<file path="src/hdl/esc_pkg.sv">
// ----------------------------------------------------------------------------
// esc_pkg
// Shared types, register map, reset values and constant tables of the
// envelope soft clipper.
// ----------------------------------------------------------------------------
package esc_pkg;

  localparam int CHANNELS_DEF = 2;

  // Register indexes of the configuration port
  localparam logic [2:0] REG_THR   = 3'd0;
  localparam logic [2:0] REG_HL    = 3'd1;
  localparam logic [2:0] REG_SLOPE = 3'd2;
  localparam logic [2:0] REG_LIN   = 3'd3;
  localparam logic [2:0] REG_ATK   = 3'd4;
  localparam logic [2:0] REG_DEC   = 3'd5;
  localparam logic [2:0] REG_MTR   = 3'd6;

  // Reset values of the registers
  localparam logic [22:0] THR_RST   = 23'd629146;
  localparam logic [22:0] HL_RST    = 23'd1048576;
  localparam logic [16:0] SLOPE_RST = 17'd32768;
  localparam logic        LIN_RST   = 1'b0;
  localparam logic [15:0] ATK_RST   = 16'd64857;
  localparam logic [15:0] DEC_RST   = 16'd65263;
  localparam logic [23:0] MTR_RST   = 24'd16776866;

  // Classified input item, as it travels through the queue
  typedef struct packed {
    logic        neg;   // sample sign
    logic [23:0] imag;  // sample magnitude, up to 2^23
    logic        ch;    // channel, already clamped
    logic        fend;  // last sample of a frame
  } item_t;

  // Configuration register bundle
  typedef struct packed {
    logic [22:0] thr;
    logic [22:0] hl;
    logic [16:0] slope;
    logic        lin;
    logic [15:0] ca;
    logic [15:0] cd;
    logic [23:0] cm;
  } cfg_t;

  // Sequencer states of the back end
  typedef enum logic [4:0] {
    S_IDLE, S_ATK0, S_ATK1, S_ATKW, S_DEC0, S_DEC1, S_DECW, S_KNEE,
    S_LIN0, S_LIN1, S_LIN2, S_DIV, S_DIVQ,
    S_LSQ, S_EXP0, S_EXP1, S_EXPK, S_GAIN, S_GAINW,
    S_FIN, S_MTR, S_OUT
  } state_t;

  typedef logic [15:0][30:0] root_tbl_t;

  // Floor integer square root, bit by bit
  function automatic logic [63:0] isqrt64(input logic [63:0] x_in);
    logic [63:0] x;
    logic [63:0] r;
    logic [63:0] b;
    x = x_in;
    r = 64'd0;
    b = 64'd1 << 62;
    for (int i = 0; i < 32; i++) begin
      if (x >= r + b) begin
        x = x - (r + b);
        r = (r >> 1) + b;
      end else begin
        r = r >> 1;
      end
      b = b >> 2;
    end
    return r;
  endfunction

  // Entry k holds 2^-(2^(k-16)) in Q.30, by repeated square roots of 0.5
  function automatic root_tbl_t build_roots();
    root_tbl_t   t;
    logic [63:0] r;
    r = 64'd1 << 29;
    for (int k = 15; k >= 0; k--) begin
      r = isqrt64(r << 30);
      t[k] = r[30:0];
    end
    return t;
  endfunction

  localparam root_tbl_t ROOT_TBL = build_roots();

endpackage

</file>
<file path="src/hdl/esc_front.sv">
// ----------------------------------------------------------------------------
// esc_front
// Input side: takes items, splits sign and magnitude, clamps the channel
// and pushes the classified item into the queue.
// ----------------------------------------------------------------------------
module esc_front
  import esc_pkg::*;
#(
  parameter int CHANNELS = CHANNELS_DEF
) (
  input  logic        in_tvalid,
  output logic        in_tready,
  input  logic [23:0] in_tdata,   // [23:0] sample_in
  input  logic        in_tuser,   // [0] channel_index
  input  logic        in_tlast,   // frame_end
  input  logic        q_full,
  output logic        q_push,
  output item_t       q_item
);

  logic [23:0] smp;

  // Accept whenever the queue has room
  assign in_tready = !q_full;
  assign q_push    = in_tvalid && !q_full;
  assign smp       = in_tdata;

  // Classify: sign, magnitude, clamped channel
  always_comb begin
    q_item.neg  = smp[23];
    q_item.imag = smp[23] ? (~smp + 24'd1) : smp;
    q_item.ch   = (CHANNELS > 1) ? in_tuser : 1'b0;
    q_item.fend = in_tlast;
  end

endmodule

</file>
<file path="src/hdl/esc_queue.sv">
// ----------------------------------------------------------------------------
// esc_queue
// Two-entry queue between the front and the back end.
// ----------------------------------------------------------------------------
module esc_queue
  import esc_pkg::*;
(
  input  logic  clk,
  input  logic  rst_n,
  input  logic  push,
  input  item_t push_item,
  output logic  full,
  input  logic  pop,
  output logic  valid,
  output item_t head
);

  item_t       mem_r [2];
  logic        wptr_r, wptr_nxt;
  logic        rptr_r, rptr_nxt;
  logic [1:0]  cnt_r, cnt_nxt;

  assign full  = (cnt_r == 2'd2);
  assign valid = (cnt_r != 2'd0);
  assign head  = mem_r[rptr_r];

  // Advance pointers and count
  always_comb begin
    wptr_nxt = push ? !wptr_r : wptr_r;
    rptr_nxt = pop ? !rptr_r : rptr_r;
    cnt_nxt  = cnt_r + {1'b0, push} - {1'b0, pop};
  end

  always_ff @(posedge clk) begin
    if (!rst_n) begin
      wptr_r <= 1'b0;
      rptr_r <= 1'b0;
      cnt_r  <= 2'd0;
    end else begin
      wptr_r <= wptr_nxt;
      rptr_r <= rptr_nxt;
      cnt_r  <= cnt_nxt;
    end
  end

  // Store the item
  always_ff @(posedge clk) begin
    if (push) begin
      mem_r[wptr_r] <= push_item;
    end
  end

endmodule

</file>
<file path="src/hdl/esc_back.sv">
// ----------------------------------------------------------------------------
// esc_back
// Back end: envelope update, linear or power-law knee, hard limit, frame
// meter and output register, sequenced over one shared multiplier.
// ----------------------------------------------------------------------------
module esc_back
  import esc_pkg::*;
#(
  parameter int CHANNELS = CHANNELS_DEF
) (
  input  logic        clk,
  input  logic        rst_n,
  input  cfg_t        cfg,
  input  logic        q_valid,
  input  item_t       q_item,
  output logic        q_pop,
  output logic        out_tvalid,
  input  logic        out_tready,
  output logic [55:0] out_tdata,  // [23:0] sample_out, [47:24] clip_ratio, zero pad
  output logic [1:0]  out_tuser   // [0] sample_clipped, [1] ratio_valid
);

  localparam int CH_W = (CHANNELS > 1) ? $clog2(CHANNELS) : 1;

  state_t      state_r, state_nxt;
  item_t       item_r, item_nxt;
  logic [22:0] aenv_r [CHANNELS];
  logic [22:0] aenv_nxt [CHANNELS];
  logic [22:0] denv_r [CHANNELS];
  logic [22:0] denv_nxt [CHANNELS];
  logic [22:0] a_r, a_nxt;
  logic [22:0] d_r, d_nxt;
  logic [63:0] acc_r, acc_nxt;
  logic [4:0]  cnt_r, cnt_nxt;
  logic [30:0] m_r, m_nxt;
  logic [15:0] bits_r, bits_nxt;
  logic [4:0]  p_r, p_nxt;
  logic [20:0] ld_r, ld_nxt;
  logic        lsel_r, lsel_nxt;
  logic [20:0] e_r, e_nxt;
  logic [30:0] g_r, g_nxt;
  logic [14:0] nhi_r, nhi_nxt;
  logic [24:0] omag_r, omag_nxt;
  logic        clip_r, clip_nxt;
  logic        ff_r, ff_nxt;
  logic [23:0] meter_r, meter_nxt;
  logic        ovalid_r, ovalid_nxt;
  logic [23:0] osmp_r, osmp_nxt;
  logic [23:0] omtr_r, omtr_nxt;
  logic        oclip_r, oclip_nxt;
  logic        orv_r, orv_nxt;

  logic [31:0] mx, my;
  logic [63:0] prod;
  logic [CH_W-1:0] ch_idx;
  logic [22:0] mag;
  logic [16:0] slope_c;
  logic [22:0] thr_t;
  logic [35:0] nrm_d, nrm_t;
  logic [31:0] mm;
  logic [15:0] bits_new;
  logic [20:0] lg_new;
  logic [30:0] gp;
  logic [30:0] g_sh;
  logic [38:0] den;
  logic [40:0] diff;
  logic [39:0] tdiv;
  logic [22:0] lm;
  logic [24:0] mtr_new;

  // Leading one and left alignment of a 23 bit value into Q.30
  function automatic logic [35:0] norm23(input logic [22:0] x);
    logic [4:0]  p;
    logic [30:0] m;
    p = 5'd0;
    for (int i = 1; i < 23; i++) begin
      if (x[i]) p = 5'(i);
    end
    m = {8'd0, x} << (5'd30 - p);
    return {p, m};
  endfunction

  // Shared multiplier
  assign prod = mx * my;

  assign ch_idx   = CH_W'(item_r.ch);
  assign mag      = item_r.imag[23] ? 23'h7FFFFF : item_r.imag[22:0];
  assign slope_c  = cfg.slope[16] ? 17'h10000 : cfg.slope;
  assign thr_t    = (cfg.thr == 23'd0) ? 23'd1 : cfg.thr;
  assign nrm_d    = norm23(d_r);
  assign nrm_t    = norm23(thr_t);
  assign mm       = prod[61:30];
  assign bits_new = {bits_r[14:0], mm[31]};
  assign lg_new   = {p_r, bits_new};
  assign gp       = prod[60:30] + 31'(prod[29]);
  assign g_sh     = (e_r[20:16] == 5'd31) ? 31'd0 : (g_r >> e_r[20:16]);
  assign den      = {d_r, 16'd0};
  assign tdiv     = {acc_r[63:25], acc_r[24]};
  assign diff     = {1'b0, tdiv} - {2'b0, den};
  assign lm       = (omag_r > {2'b0, cfg.hl}) ? cfg.hl : omag_r[22:0];
  assign mtr_new  = acc_r[48:24];

  assign q_pop      = (state_r == S_IDLE) && q_valid;
  assign out_tvalid = ovalid_r;
  assign out_tdata  = {7'd0, 1'b0, omtr_r, osmp_r};
  assign out_tuser  = {orv_r, oclip_r};

  // Sequencer: next state and datapath
  always_comb begin
    state_nxt = state_r;
    item_nxt  = item_r;
    aenv_nxt  = aenv_r;
    denv_nxt  = denv_r;
    a_nxt     = a_r;
    d_nxt     = d_r;
    acc_nxt   = acc_r;
    cnt_nxt   = cnt_r;
    m_nxt     = m_r;
    bits_nxt  = bits_r;
    p_nxt     = p_r;
    ld_nxt    = ld_r;
    lsel_nxt  = lsel_r;
    e_nxt     = e_r;
    g_nxt     = g_r;
    nhi_nxt   = nhi_r;
    omag_nxt  = omag_r;
    clip_nxt  = clip_r;
    ff_nxt    = ff_r;
    meter_nxt = meter_r;
    osmp_nxt  = osmp_r;
    omtr_nxt  = omtr_r;
    oclip_nxt = oclip_r;
    orv_nxt   = orv_r;
    ovalid_nxt = (ovalid_r && out_tready) ? 1'b0 : ovalid_r;
    mx = 32'd0;
    my = 32'd0;
    case (state_r)
      S_IDLE: begin
        if (q_valid) begin
          item_nxt  = q_item;
          state_nxt = S_ATK0;
        end
      end
      // Attack lowpass of the magnitude
      S_ATK0: begin
        mx = 32'(cfg.ca);
        my = 32'(aenv_r[ch_idx]);
        acc_nxt = prod + 64'd32768;
        state_nxt = S_ATK1;
      end
      S_ATK1: begin
        mx = 32'(17'h10000 - {1'b0, cfg.ca});
        my = 32'(mag);
        acc_nxt = acc_r + prod;
        state_nxt = S_ATKW;
      end
      S_ATKW: begin
        a_nxt = acc_r[38:16];
        aenv_nxt[ch_idx] = acc_r[38:16];
        if (acc_r[38:16] >= denv_r[ch_idx]) begin
          d_nxt = acc_r[38:16];
          denv_nxt[ch_idx] = acc_r[38:16];
          state_nxt = S_KNEE;
        end else begin
          d_nxt = denv_r[ch_idx];
          state_nxt = S_DEC0;
        end
      end
      // Decay of the max tracker
      S_DEC0: begin
        mx = 32'(cfg.cd);
        my = 32'(d_r);
        acc_nxt = prod + 64'd32768;
        state_nxt = S_DEC1;
      end
      S_DEC1: begin
        mx = 32'(17'h10000 - {1'b0, cfg.cd});
        my = 32'(a_r);
        acc_nxt = acc_r + prod;
        state_nxt = S_DECW;
      end
      S_DECW: begin
        d_nxt = acc_r[38:16];
        denv_nxt[ch_idx] = acc_r[38:16];
        state_nxt = S_KNEE;
      end
      // Pick the knee
      S_KNEE: begin
        clip_nxt = (d_r > cfg.thr);
        if (!(d_r > cfg.thr)) begin
          omag_nxt  = {1'b0, item_r.imag};
          state_nxt = S_FIN;
        end else if (cfg.lin) begin
          state_nxt = S_LIN0;
        end else begin
          lsel_nxt  = 1'b0;
          p_nxt     = nrm_d[35:31];
          m_nxt     = nrm_d[30:0];
          bits_nxt  = 16'd0;
          cnt_nxt   = 5'd0;
          state_nxt = S_LSQ;
        end
      end
      // Linear knee: numerator, then magnitude times numerator
      S_LIN0: begin
        mx = 32'(d_r - cfg.thr);
        my = 32'(slope_c);
        acc_nxt = prod + {25'd0, cfg.thr, 16'd0};
        state_nxt = S_LIN1;
      end
      S_LIN1: begin
        mx = 32'(item_r.imag);
        my = 32'(acc_r[23:0]);
        nhi_nxt = acc_r[38:24];
        acc_nxt = prod + {26'd0, d_r, 15'd0};
        state_nxt = S_LIN2;
      end
      S_LIN2: begin
        mx = 32'(item_r.imag);
        my = 32'(nhi_r);
        acc_nxt = acc_r + (prod << 24);
        cnt_nxt = 5'd0;
        state_nxt = S_DIV;
      end
      // Restoring division, one quotient bit per cycle
      S_DIV: begin
        if (!diff[40]) begin
          acc_nxt = {diff[38:0], acc_r[23:0], 1'b1};
        end else begin
          acc_nxt = {tdiv[38:0], acc_r[23:0], 1'b0};
        end
        cnt_nxt = cnt_r + 5'd1;
        if (cnt_r == 5'd24) state_nxt = S_DIVQ;
      end
      S_DIVQ: begin
        omag_nxt  = acc_r[24:0];
        state_nxt = S_FIN;
      end
      // Log2 by repeated squaring, first of the envelope, then of the threshold
      S_LSQ: begin
        mx = 32'(m_r);
        my = 32'(m_r);
        bits_nxt = bits_new;
        m_nxt = mm[31] ? mm[31:1] : mm[30:0];
        cnt_nxt = cnt_r + 5'd1;
        if (cnt_r == 5'd15) begin
          if (!lsel_r) begin
            ld_nxt   = lg_new;
            lsel_nxt = 1'b1;
            p_nxt    = nrm_t[35:31];
            m_nxt    = nrm_t[30:0];
            bits_nxt = 16'd0;
            cnt_nxt  = 5'd0;
          end else begin
            e_nxt     = ld_r - lg_new;
            state_nxt = S_EXP0;
          end
        end
      end
      // Exponent of the power-law gain
      S_EXP0: begin
        mx = 32'(17'h10000 - slope_c);
        my = 32'(e_r);
        acc_nxt = prod + 64'd32768;
        state_nxt = S_EXP1;
      end
      S_EXP1: begin
        e_nxt = acc_r[36:16];
        g_nxt = 31'h40000000;
        cnt_nxt = 5'd15;
        state_nxt = S_EXPK;
      end
      // Fractional power of two, one exponent bit per cycle
      S_EXPK: begin
        mx = 32'(g_r);
        my = 32'(ROOT_TBL[cnt_r[3:0]]);
        if (e_r[cnt_r[3:0]]) g_nxt = gp;
        cnt_nxt = cnt_r - 5'd1;
        if (cnt_r == 5'd0) state_nxt = S_GAIN;
      end
      S_GAIN: begin
        mx = 32'(item_r.imag);
        my = 32'(g_sh);
        acc_nxt = prod + 64'h20000000;
        state_nxt = S_GAINW;
      end
      S_GAINW: begin
        omag_nxt  = acc_r[54:30];
        state_nxt = S_FIN;
      end
      // Collect the frame flag, update the meter at frame end
      S_FIN: begin
        ff_nxt = ff_r | clip_r;
        if (item_r.fend) begin
          mx = 32'(cfg.cm);
          my = 32'(meter_r);
          acc_nxt = prod + 64'h800000 +
                    ((ff_r | clip_r) ? {15'd0, 25'h1000000 - {1'b0, cfg.cm}, 24'd0}
                                     : 64'd0);
          state_nxt = S_MTR;
        end else begin
          state_nxt = S_OUT;
        end
      end
      S_MTR: begin
        meter_nxt = mtr_new[24] ? 24'hFFFFFF : mtr_new[23:0];
        ff_nxt    = 1'b0;
        state_nxt = S_OUT;
      end
      // Hard limit and hand the item to the output register
      S_OUT: begin
        if (!ovalid_r || out_tready) begin
          ovalid_nxt = 1'b1;
          osmp_nxt   = item_r.neg ? (24'd0 - {1'b0, lm}) : {1'b0, lm};
          omtr_nxt   = meter_r;
          oclip_nxt  = clip_r;
          orv_nxt    = item_r.fend;
          state_nxt  = S_IDLE;
        end
      end
      default: begin
        state_nxt = S_IDLE;
      end
    endcase
  end

  // State register
  always_ff @(posedge clk) begin
    if (!rst_n) begin
      state_r <= S_IDLE;
    end else begin
      state_r <= state_nxt;
    end
  end

  // Channel state, meter and output handshake
  always_ff @(posedge clk) begin
    if (!rst_n) begin
      for (int c = 0; c < CHANNELS; c++) begin
        aenv_r[c] <= 23'd0;
        denv_r[c] <= 23'd0;
      end
      meter_r  <= 24'd0;
      ff_r     <= 1'b0;
      ovalid_r <= 1'b0;
    end else begin
      aenv_r   <= aenv_nxt;
      denv_r   <= denv_nxt;
      meter_r  <= meter_nxt;
      ff_r     <= ff_nxt;
      ovalid_r <= ovalid_nxt;
    end
  end

  // Datapath registers
  always_ff @(posedge clk) begin
    item_r <= item_nxt;
    a_r    <= a_nxt;
    d_r    <= d_nxt;
    acc_r  <= acc_nxt;
    cnt_r  <= cnt_nxt;
    m_r    <= m_nxt;
    bits_r <= bits_nxt;
    p_r    <= p_nxt;
    ld_r   <= ld_nxt;
    lsel_r <= lsel_nxt;
    e_r    <= e_nxt;
    g_r    <= g_nxt;
    nhi_r  <= nhi_nxt;
    omag_r <= omag_nxt;
    clip_r <= clip_nxt;
    osmp_r <= osmp_nxt;
    omtr_r <= omtr_nxt;
    oclip_r <= oclip_nxt;
    orv_r  <= orv_nxt;
  end

endmodule

</file>
<file path="src/hdl/envelope_soft_clipper.sv">
// Knees: the linear knee runs a restoring divider; the power-law knee runs
//   two 16-step log squarings and a 16-step gain build on one multiplier.
// Flow: the back-end sequencer takes a new item only when done with the last;
//   a two-entry queue takes new items while the back end works.
// Reset: synchronous active-low; clears envelopes, meter, frame flag, queue,
//   sequencer and output valid, and loads register reset values.
// ----------------------------------------------------------------------------
// envelope_soft_clipper
// Per-channel envelope soft clipper with hard limit and clipped-frame meter.
// ----------------------------------------------------------------------------
module envelope_soft_clipper
  import esc_pkg::*;
#(
  parameter int CHANNELS = CHANNELS_DEF
) (
  input  logic        clk,
  input  logic        rst_n,
  input  logic        in_tvalid,
  output logic        in_tready,
  input  logic [23:0] in_tdata,   // [23:0] sample_in
  input  logic        in_tuser,   // [0] channel_index
  input  logic        in_tlast,   // frame_end
  output logic        out_tvalid,
  input  logic        out_tready,
  output logic [55:0] out_tdata,  // [23:0] sample_out, [47:24] clip_ratio, zero pad
  output logic [1:0]  out_tuser,  // [0] sample_clipped, [1] ratio_valid
  input  logic        cfg_we,
  input  logic [2:0]  cfg_addr,
  input  logic [23:0] cfg_wdata
);

  cfg_t  cfg_r, cfg_nxt;
  logic  q_full, q_push, q_pop, q_valid;
  item_t f_item, q_head;

  // Register file writes
  always_comb begin
    cfg_nxt = cfg_r;
    if (cfg_we) begin
      case (cfg_addr)
        REG_THR:   cfg_nxt.thr   = cfg_wdata[22:0];
        REG_HL:    cfg_nxt.hl    = cfg_wdata[22:0];
        REG_SLOPE: cfg_nxt.slope = cfg_wdata[16:0];
        REG_LIN:   cfg_nxt.lin   = cfg_wdata[0];
        REG_ATK:   cfg_nxt.ca    = cfg_wdata[15:0];
        REG_DEC:   cfg_nxt.cd    = cfg_wdata[15:0];
        REG_MTR:   cfg_nxt.cm    = cfg_wdata[23:0];
        default:   cfg_nxt = cfg_r;
      endcase
    end
  end

  always_ff @(posedge clk) begin
    if (!rst_n) begin
      cfg_r.thr   <= THR_RST;
      cfg_r.hl    <= HL_RST;
      cfg_r.slope <= SLOPE_RST;
      cfg_r.lin   <= LIN_RST;
      cfg_r.ca    <= ATK_RST;
      cfg_r.cd    <= DEC_RST;
      cfg_r.cm    <= MTR_RST;
    end else begin
      cfg_r <= cfg_nxt;
    end
  end

  esc_front #(.CHANNELS(CHANNELS)) u_front (
    .in_tvalid (in_tvalid),
    .in_tready (in_tready),
    .in_tdata  (in_tdata),
    .in_tuser  (in_tuser),
    .in_tlast  (in_tlast),
    .q_full    (q_full),
    .q_push    (q_push),
    .q_item    (f_item)
  );

  esc_queue u_queue (
    .clk       (clk),
    .rst_n     (rst_n),
    .push      (q_push),
    .push_item (f_item),
    .full      (q_full),
    .pop       (q_pop),
    .valid     (q_valid),
    .head      (q_head)
  );

  esc_back #(.CHANNELS(CHANNELS)) u_back (
    .clk        (clk),
    .rst_n      (rst_n),
    .cfg        (cfg_r),
    .q_valid    (q_valid),
    .q_item     (q_head),
    .q_pop      (q_pop),
    .out_tvalid (out_tvalid),
    .out_tready (out_tready),
    .out_tdata  (out_tdata),
    .out_tuser  (out_tuser)
  );

endmodule

</file>
<file path="config.mk">
export PLATFORM = sky130hd
export DESIGN_NAME = envelope_soft_clipper
export DESIGN_NICKNAME = d
export VERILOG_FILES = /design/src/hdl/esc_pkg.sv /design/src/hdl/esc_front.sv /design/src/hdl/esc_queue.sv /design/src/hdl/esc_back.sv /design/src/hdl/envelope_soft_clipper.sv
export SDC_FILE = /design/constraint.sdc
export NUM_CORES = 2
export LEC_CHECK = 0
export ABC_AREA = 1
export ABC_CLOCK_PERIOD_IN_PS = 12000
export BUFFER_PORTS_ARGS = -buffer_cell sky130_fd_sc_hd__buf_2
export CELL_PAD_IN_SITES_DETAIL_PLACEMENT = 1
export CELL_PAD_IN_SITES_GLOBAL_PLACEMENT = 2
export CORE_AREA = 3 3 502 504
export CTS_BUF_LIST = sky130_fd_sc_hd__clkbuf_16
export DETAILED_ROUTE_END_ITERATION = 12
export DIE_AREA = 0 0 505 507
export GPL_ROUTABILITY_DRIVEN = 1
export HOLD_SLACK_MARGIN = 0.02
export PLACE_DENSITY_LB_ADDON = 0.1
export RECOVER_POWER = 25
export SLEW_MARGIN = 20
export SYNTH_ARGS = -nofsm -noshare
export SYNTH_HDL_FRONTEND = slang
export SYNTH_SLANG_ARGS = --single-unit
export TNS_END_PERCENT = 20
</file>
<file path="constraint.sdc">
create_clock -name clk -period 12 [get_ports clk]
set_input_delay 1.2 -clock clk [delete_from_list [all_inputs] [get_ports clk]]
set_output_delay 1.2 -clock clk [all_outputs]
set_load 0.005 [all_outputs]
</file>
==> summary.md <==
| Metric | Value |
|---|---|
| Syn avg cell area | `7.30 µm²` |
| Peak supply drop | `0.333 mV` |
| Hold Buf Count CTS | `0` |
| ANT nets after route | `0` |
| Seq/Total Area, Yosys | `20.6%` |
| WP data required | `12510 ps` |
| Worst Reg-to-Reg Cells | `62` |
| LEAKAGE | `0.0576 µW` |
| TritonRoute pass-1 iters | `8` |
| # Max-Cap Violations | `10` |
| Layout cells sized above 1 | `27.3%` |
| Cell variety after synth | `76` |
| Worst slew margin | `-202%` |
| Ys Warns | `0` |
| CTS Buf Count | `82` |
| Die Span Y | `507 µm` |
| Synth Register Bits | `688` |
| Layout area overhead | `38.0%` |
| CP startpoint kind | `flip-flop` |
| Starting Density | `34.9%` |
| Critical Path End | `u_back.e_r[8]` |
| Grt ovf | `0` |
| Final WL | `552 mm` |
| Asr flop ratio synth | `0%` |
| CP max-delay cell | `fa_1` |
| CTS tree | `built` |
| WL/cell | `31.2 µm` |
| Skew-Pair Late Insertion Delay | `770 ps` |
| Met2 usage | `59.0%` |
| Post-synth EDFFs | `412` |
| Most used routing layer | `met2` |
| Internal power | `12500 µW` |
| Setup violators final | `38` |
| Status | `finished, violations left` |
| Final cycle utilization of the critical path | `103%` |
| Post-Layout Cell Count | `17728` |
| Post-layout nets | `15828` |
| HP Class | `reg -> reg` |
| Core area | `248000 µm²` |
| Vias/cell | `5.62` |
| Core Util, Final | `48.2%` |
| Die width | `505 µm` |
| IO Pins | `118` |
| DRC | `0` |
| Fin crit period | `12300 ps` |
| Initial antenna violation count | `64` |
| Worst R2R Start | `u_back.state_r[3]` |
| Die Footprint | `256000 µm²` |
| Fin worst setup slack | `-304 ps` |
| DRT iter0 DRCs | `10812` |
| Seq pwr share | `13.1%` |
| Max Clk Rate | `81.3 MHz` |
| Worst-path clk slew | `60 ps` |
| Critical path class | `reg -> reg` |
| Pins Over Slew Limit | `281` |
| Unrepaired setup endpoints after global routing | `yes` |
| Pwr Total | `25800 µW` |
| P_sw | `13300 µW` |
| DR vias | `99648` |
| Placed Area | `110000 µm²` |
| Clk sinks | `688` |
| Endpoints failing hold | `0` |
| Clock network power share | `11.2%` |
| Synth Instances | `11879` |
| Final Cell Area | `120000 µm²` |
| Cell Rows | `183` |
| Power Dens Cells | `216 nW/µm²` |
| R2r endpoint | `u_back.e_r[8]` |
| Crit end category | `flip-flop` |
| Gpl congestion | `1.06` |
| Vias in the first global route | `101923` |
| Hpwl dp | `465 mm` |
| Max Clock Skew | `59.6 ps` |
| Switching Fraction | `51.5%` |
| Violated checks | `capacitance limit, slew limit, setup timing` |
| CTS root buffer | `clkbuf_16` |
| Crit-path max FO | `8` |
| Largest net degree at the start of global routing | `101` |
| Synth Flop Type | `edfxtp_1` |
| I/O Buffers | `109` |
| Peak per-stage delay on the critical path | `570 ps` |
| R2R Setup Slk | `-300 ps` |
| Grt met3 use | `13.1%` |
| Most common cell on crit path | `buf_4` |
| Worst-margin pin slew | `4520 ps` |
| CP arrival | `12810 ps` |
| H-tree levels | `3` |
| Total GRT Usage | `41.8%` |
| Mapped Area | `86700 µm²` |
| Placed insts | `17328` |
| Crit path from | `u_back.state_r[3]` |
| CTS max path bufs | `3` |
| Gate power share | `75.7%` |
| Met1 Use GR | `56.2%` |
| First-pass GRT wire length | `763 mm` |
synth_stat cells, types with 7 or more instances:
library cell	number	area, µm²
o221ai_1	29	254
a21boi_0	11	82.6
a21o_1	29	218
a211oi_1	26	195
dfxtp_1	276	5530
xor2_2	7	114
nor4_1	35	219
nor2_2	32	200
or2_2	53	332
inv_1	2074	7780
a31oi_1	78	488
o22ai_1	41	257
nor2_1	1190	4470
buf_2	49	245
nor3_1	81	405
a22oi_1	11	82.6
clkinv_1	38	143
clkbuf_1	344	1290
o31ai_1	14	105
nand4_1	78	488
nand3_1	585	2930
o211ai_1	104	781
inv_2	25	93.8
xor2_1	127	1110
fa_1	875	17500
nand3b_1	15	113
buf_4	17	128
mux2i_1	30	300
a2111oi_0	27	236
nor3b_1	7	52.6
o21ai_0	873	4370
xnor2_1	65	569
ha_1	600	7510
o2111ai_1	32	280
edfxtp_1	412	12400
o21ai_1	24	120
o21bai_1	23	173
o21a_1	28	210
a221oi_1	40	350
a21oi_1	778	3890
nand2_1	2582	9690
buf_1	30	113
cells by family after synthesis:
kind of cell | Yosys count | synth area share (%)
adders and majority gates | 1475 | 28.9
DFF | 688 | 20.6
xor gates and xnor gates | 203 | 2.20
buffers and inverters | 2580 | 11.3
AOI/OAI and AO/OA | 2211 | 14.4
other | 2 | 0.00866
muxes | 30 | 0.346
and+or+nand+nor | 4690 | 22.1
worst max-delay path: cells and delay by family, from the launching register on:
kind / cells / cell delay [ps]
compound gates: 9 / 1640
buf+inv: 30 / 3970
xor+xnor: 1 / 160
flops: 1 / 310
simple gates: 11 / 1420
fa+ha+maj: 11 / 4500
registers in the layout, summed over array words and instances (netlist names), 25 cells and up, named ones only:
name	flops
u_back.aenv_r	46
u_back.denv_r	46
u_back.g_r	31
u_back.item_r	26
cfg_r	120
u_queue.mem_r	54
u_back.m_r	31
u_back.acc_r	64
u_back.omag_r	25
power groups by stage:
| stage | logic, µW | registers (µW) | clock network [µW] |
|---|---|---|---|
| 5_1_grt | 20400 | 3370 | 2990 |
| 3_5_place_dp | 17000 | 3390 | 0 |
| 3_3_place_gp | 16700 | 3390 | 0 |
| 2_1_floorplan | 6520 | 3240 | 0 |
| 6_report | 19500 | 3370 | 2880 |
| 4_1_cts | 18000 | 3350 | 2890 |
final cells by class:
| class | count | area, µm² |
|---|---|---|
| timing repair buffer | 2754 | 22600 |
| sequential | 688 | 17900 |
| fill | 30542 | 129000 |
| clock inverter | 71 | 937 |
| inverter | 2137 | 8120 |
| multi-input combinational | 8632 | 63700 |
| tap | 3330 | 4170 |
| clock buffer | 83 | 2080 |
| antenna | 33 | 82.6 |
layout by cell type, fill, tap and decap left out, drive strengths merged, types with 26 or more instances in the layout:
cell        n
xnor2      66
ha        600
nor3       86
mux2i      30
o22ai      41
diode      33
a211oi     26
o211ai    104
or2        53
nor4       38
a221oi     40
o221ai     30
clkinv     64
xor2      137
o21a       28
nand4      78
nor2     1226
a21oi     779
a31oi      78
dfxtp     276
o21ai     901
nand2    2588
a2111oi    27
o2111ai    32
buf      2712
fa        875
a21o       29
inv      2108
nand3     591
edfxtp    412
clkbuf    124
worst min-delay path by stage:
stage                     depth (start not counted)           endpoint               from
after floorplan                                   2  u_back.aenv_r[25]  u_back.aenv_r[25]
after global placement                            0    u_back.ld_r[11]  u_back.bits_r[10]
after detailed placement                          0     u_back.ld_r[8]   u_back.bits_r[7]
after CTS                                         0    u_back.ld_r[15]  u_back.bits_r[14]
after global routing                              0    u_back.ld_r[15]  u_back.bits_r[14]
final                                             0    u_back.ld_r[15]  u_back.bits_r[14]
routing by layer:
| layer | routed length [µm] | vias up | share of wire (%) |
|---|---|---|---|
| met3 | 63800 | 1210 | 12 |
| met5 | 236 | - | 0.043 |
| met2 | 221000 | 5075 | 40 |
| met4 | 39200 | 32 | 7.1 |
| met1 | 228000 | 50361 | 41 |
| li1 | - | 42970 | - |
what timing repair did:
action	4_1_cts	5_1_grt
pin swaps	202	368
endpoints found under the setup margin	87	89
gates resized for setup	650	675
cloned	1	2
buffers inserted	108	112
stage by stage:
stage                     setup slack (ps)  hold WS (ps)  setup TNS, ps
after floorplan                        425           424              0
after global placement               -1450           429         -55900
after detailed placement             -1340           434         -57690
after CTS                             -207           449           -803
after global routing                  -810           463         -30750
final                                 -304           443          -5670
(Power assumes the default switching activity.)
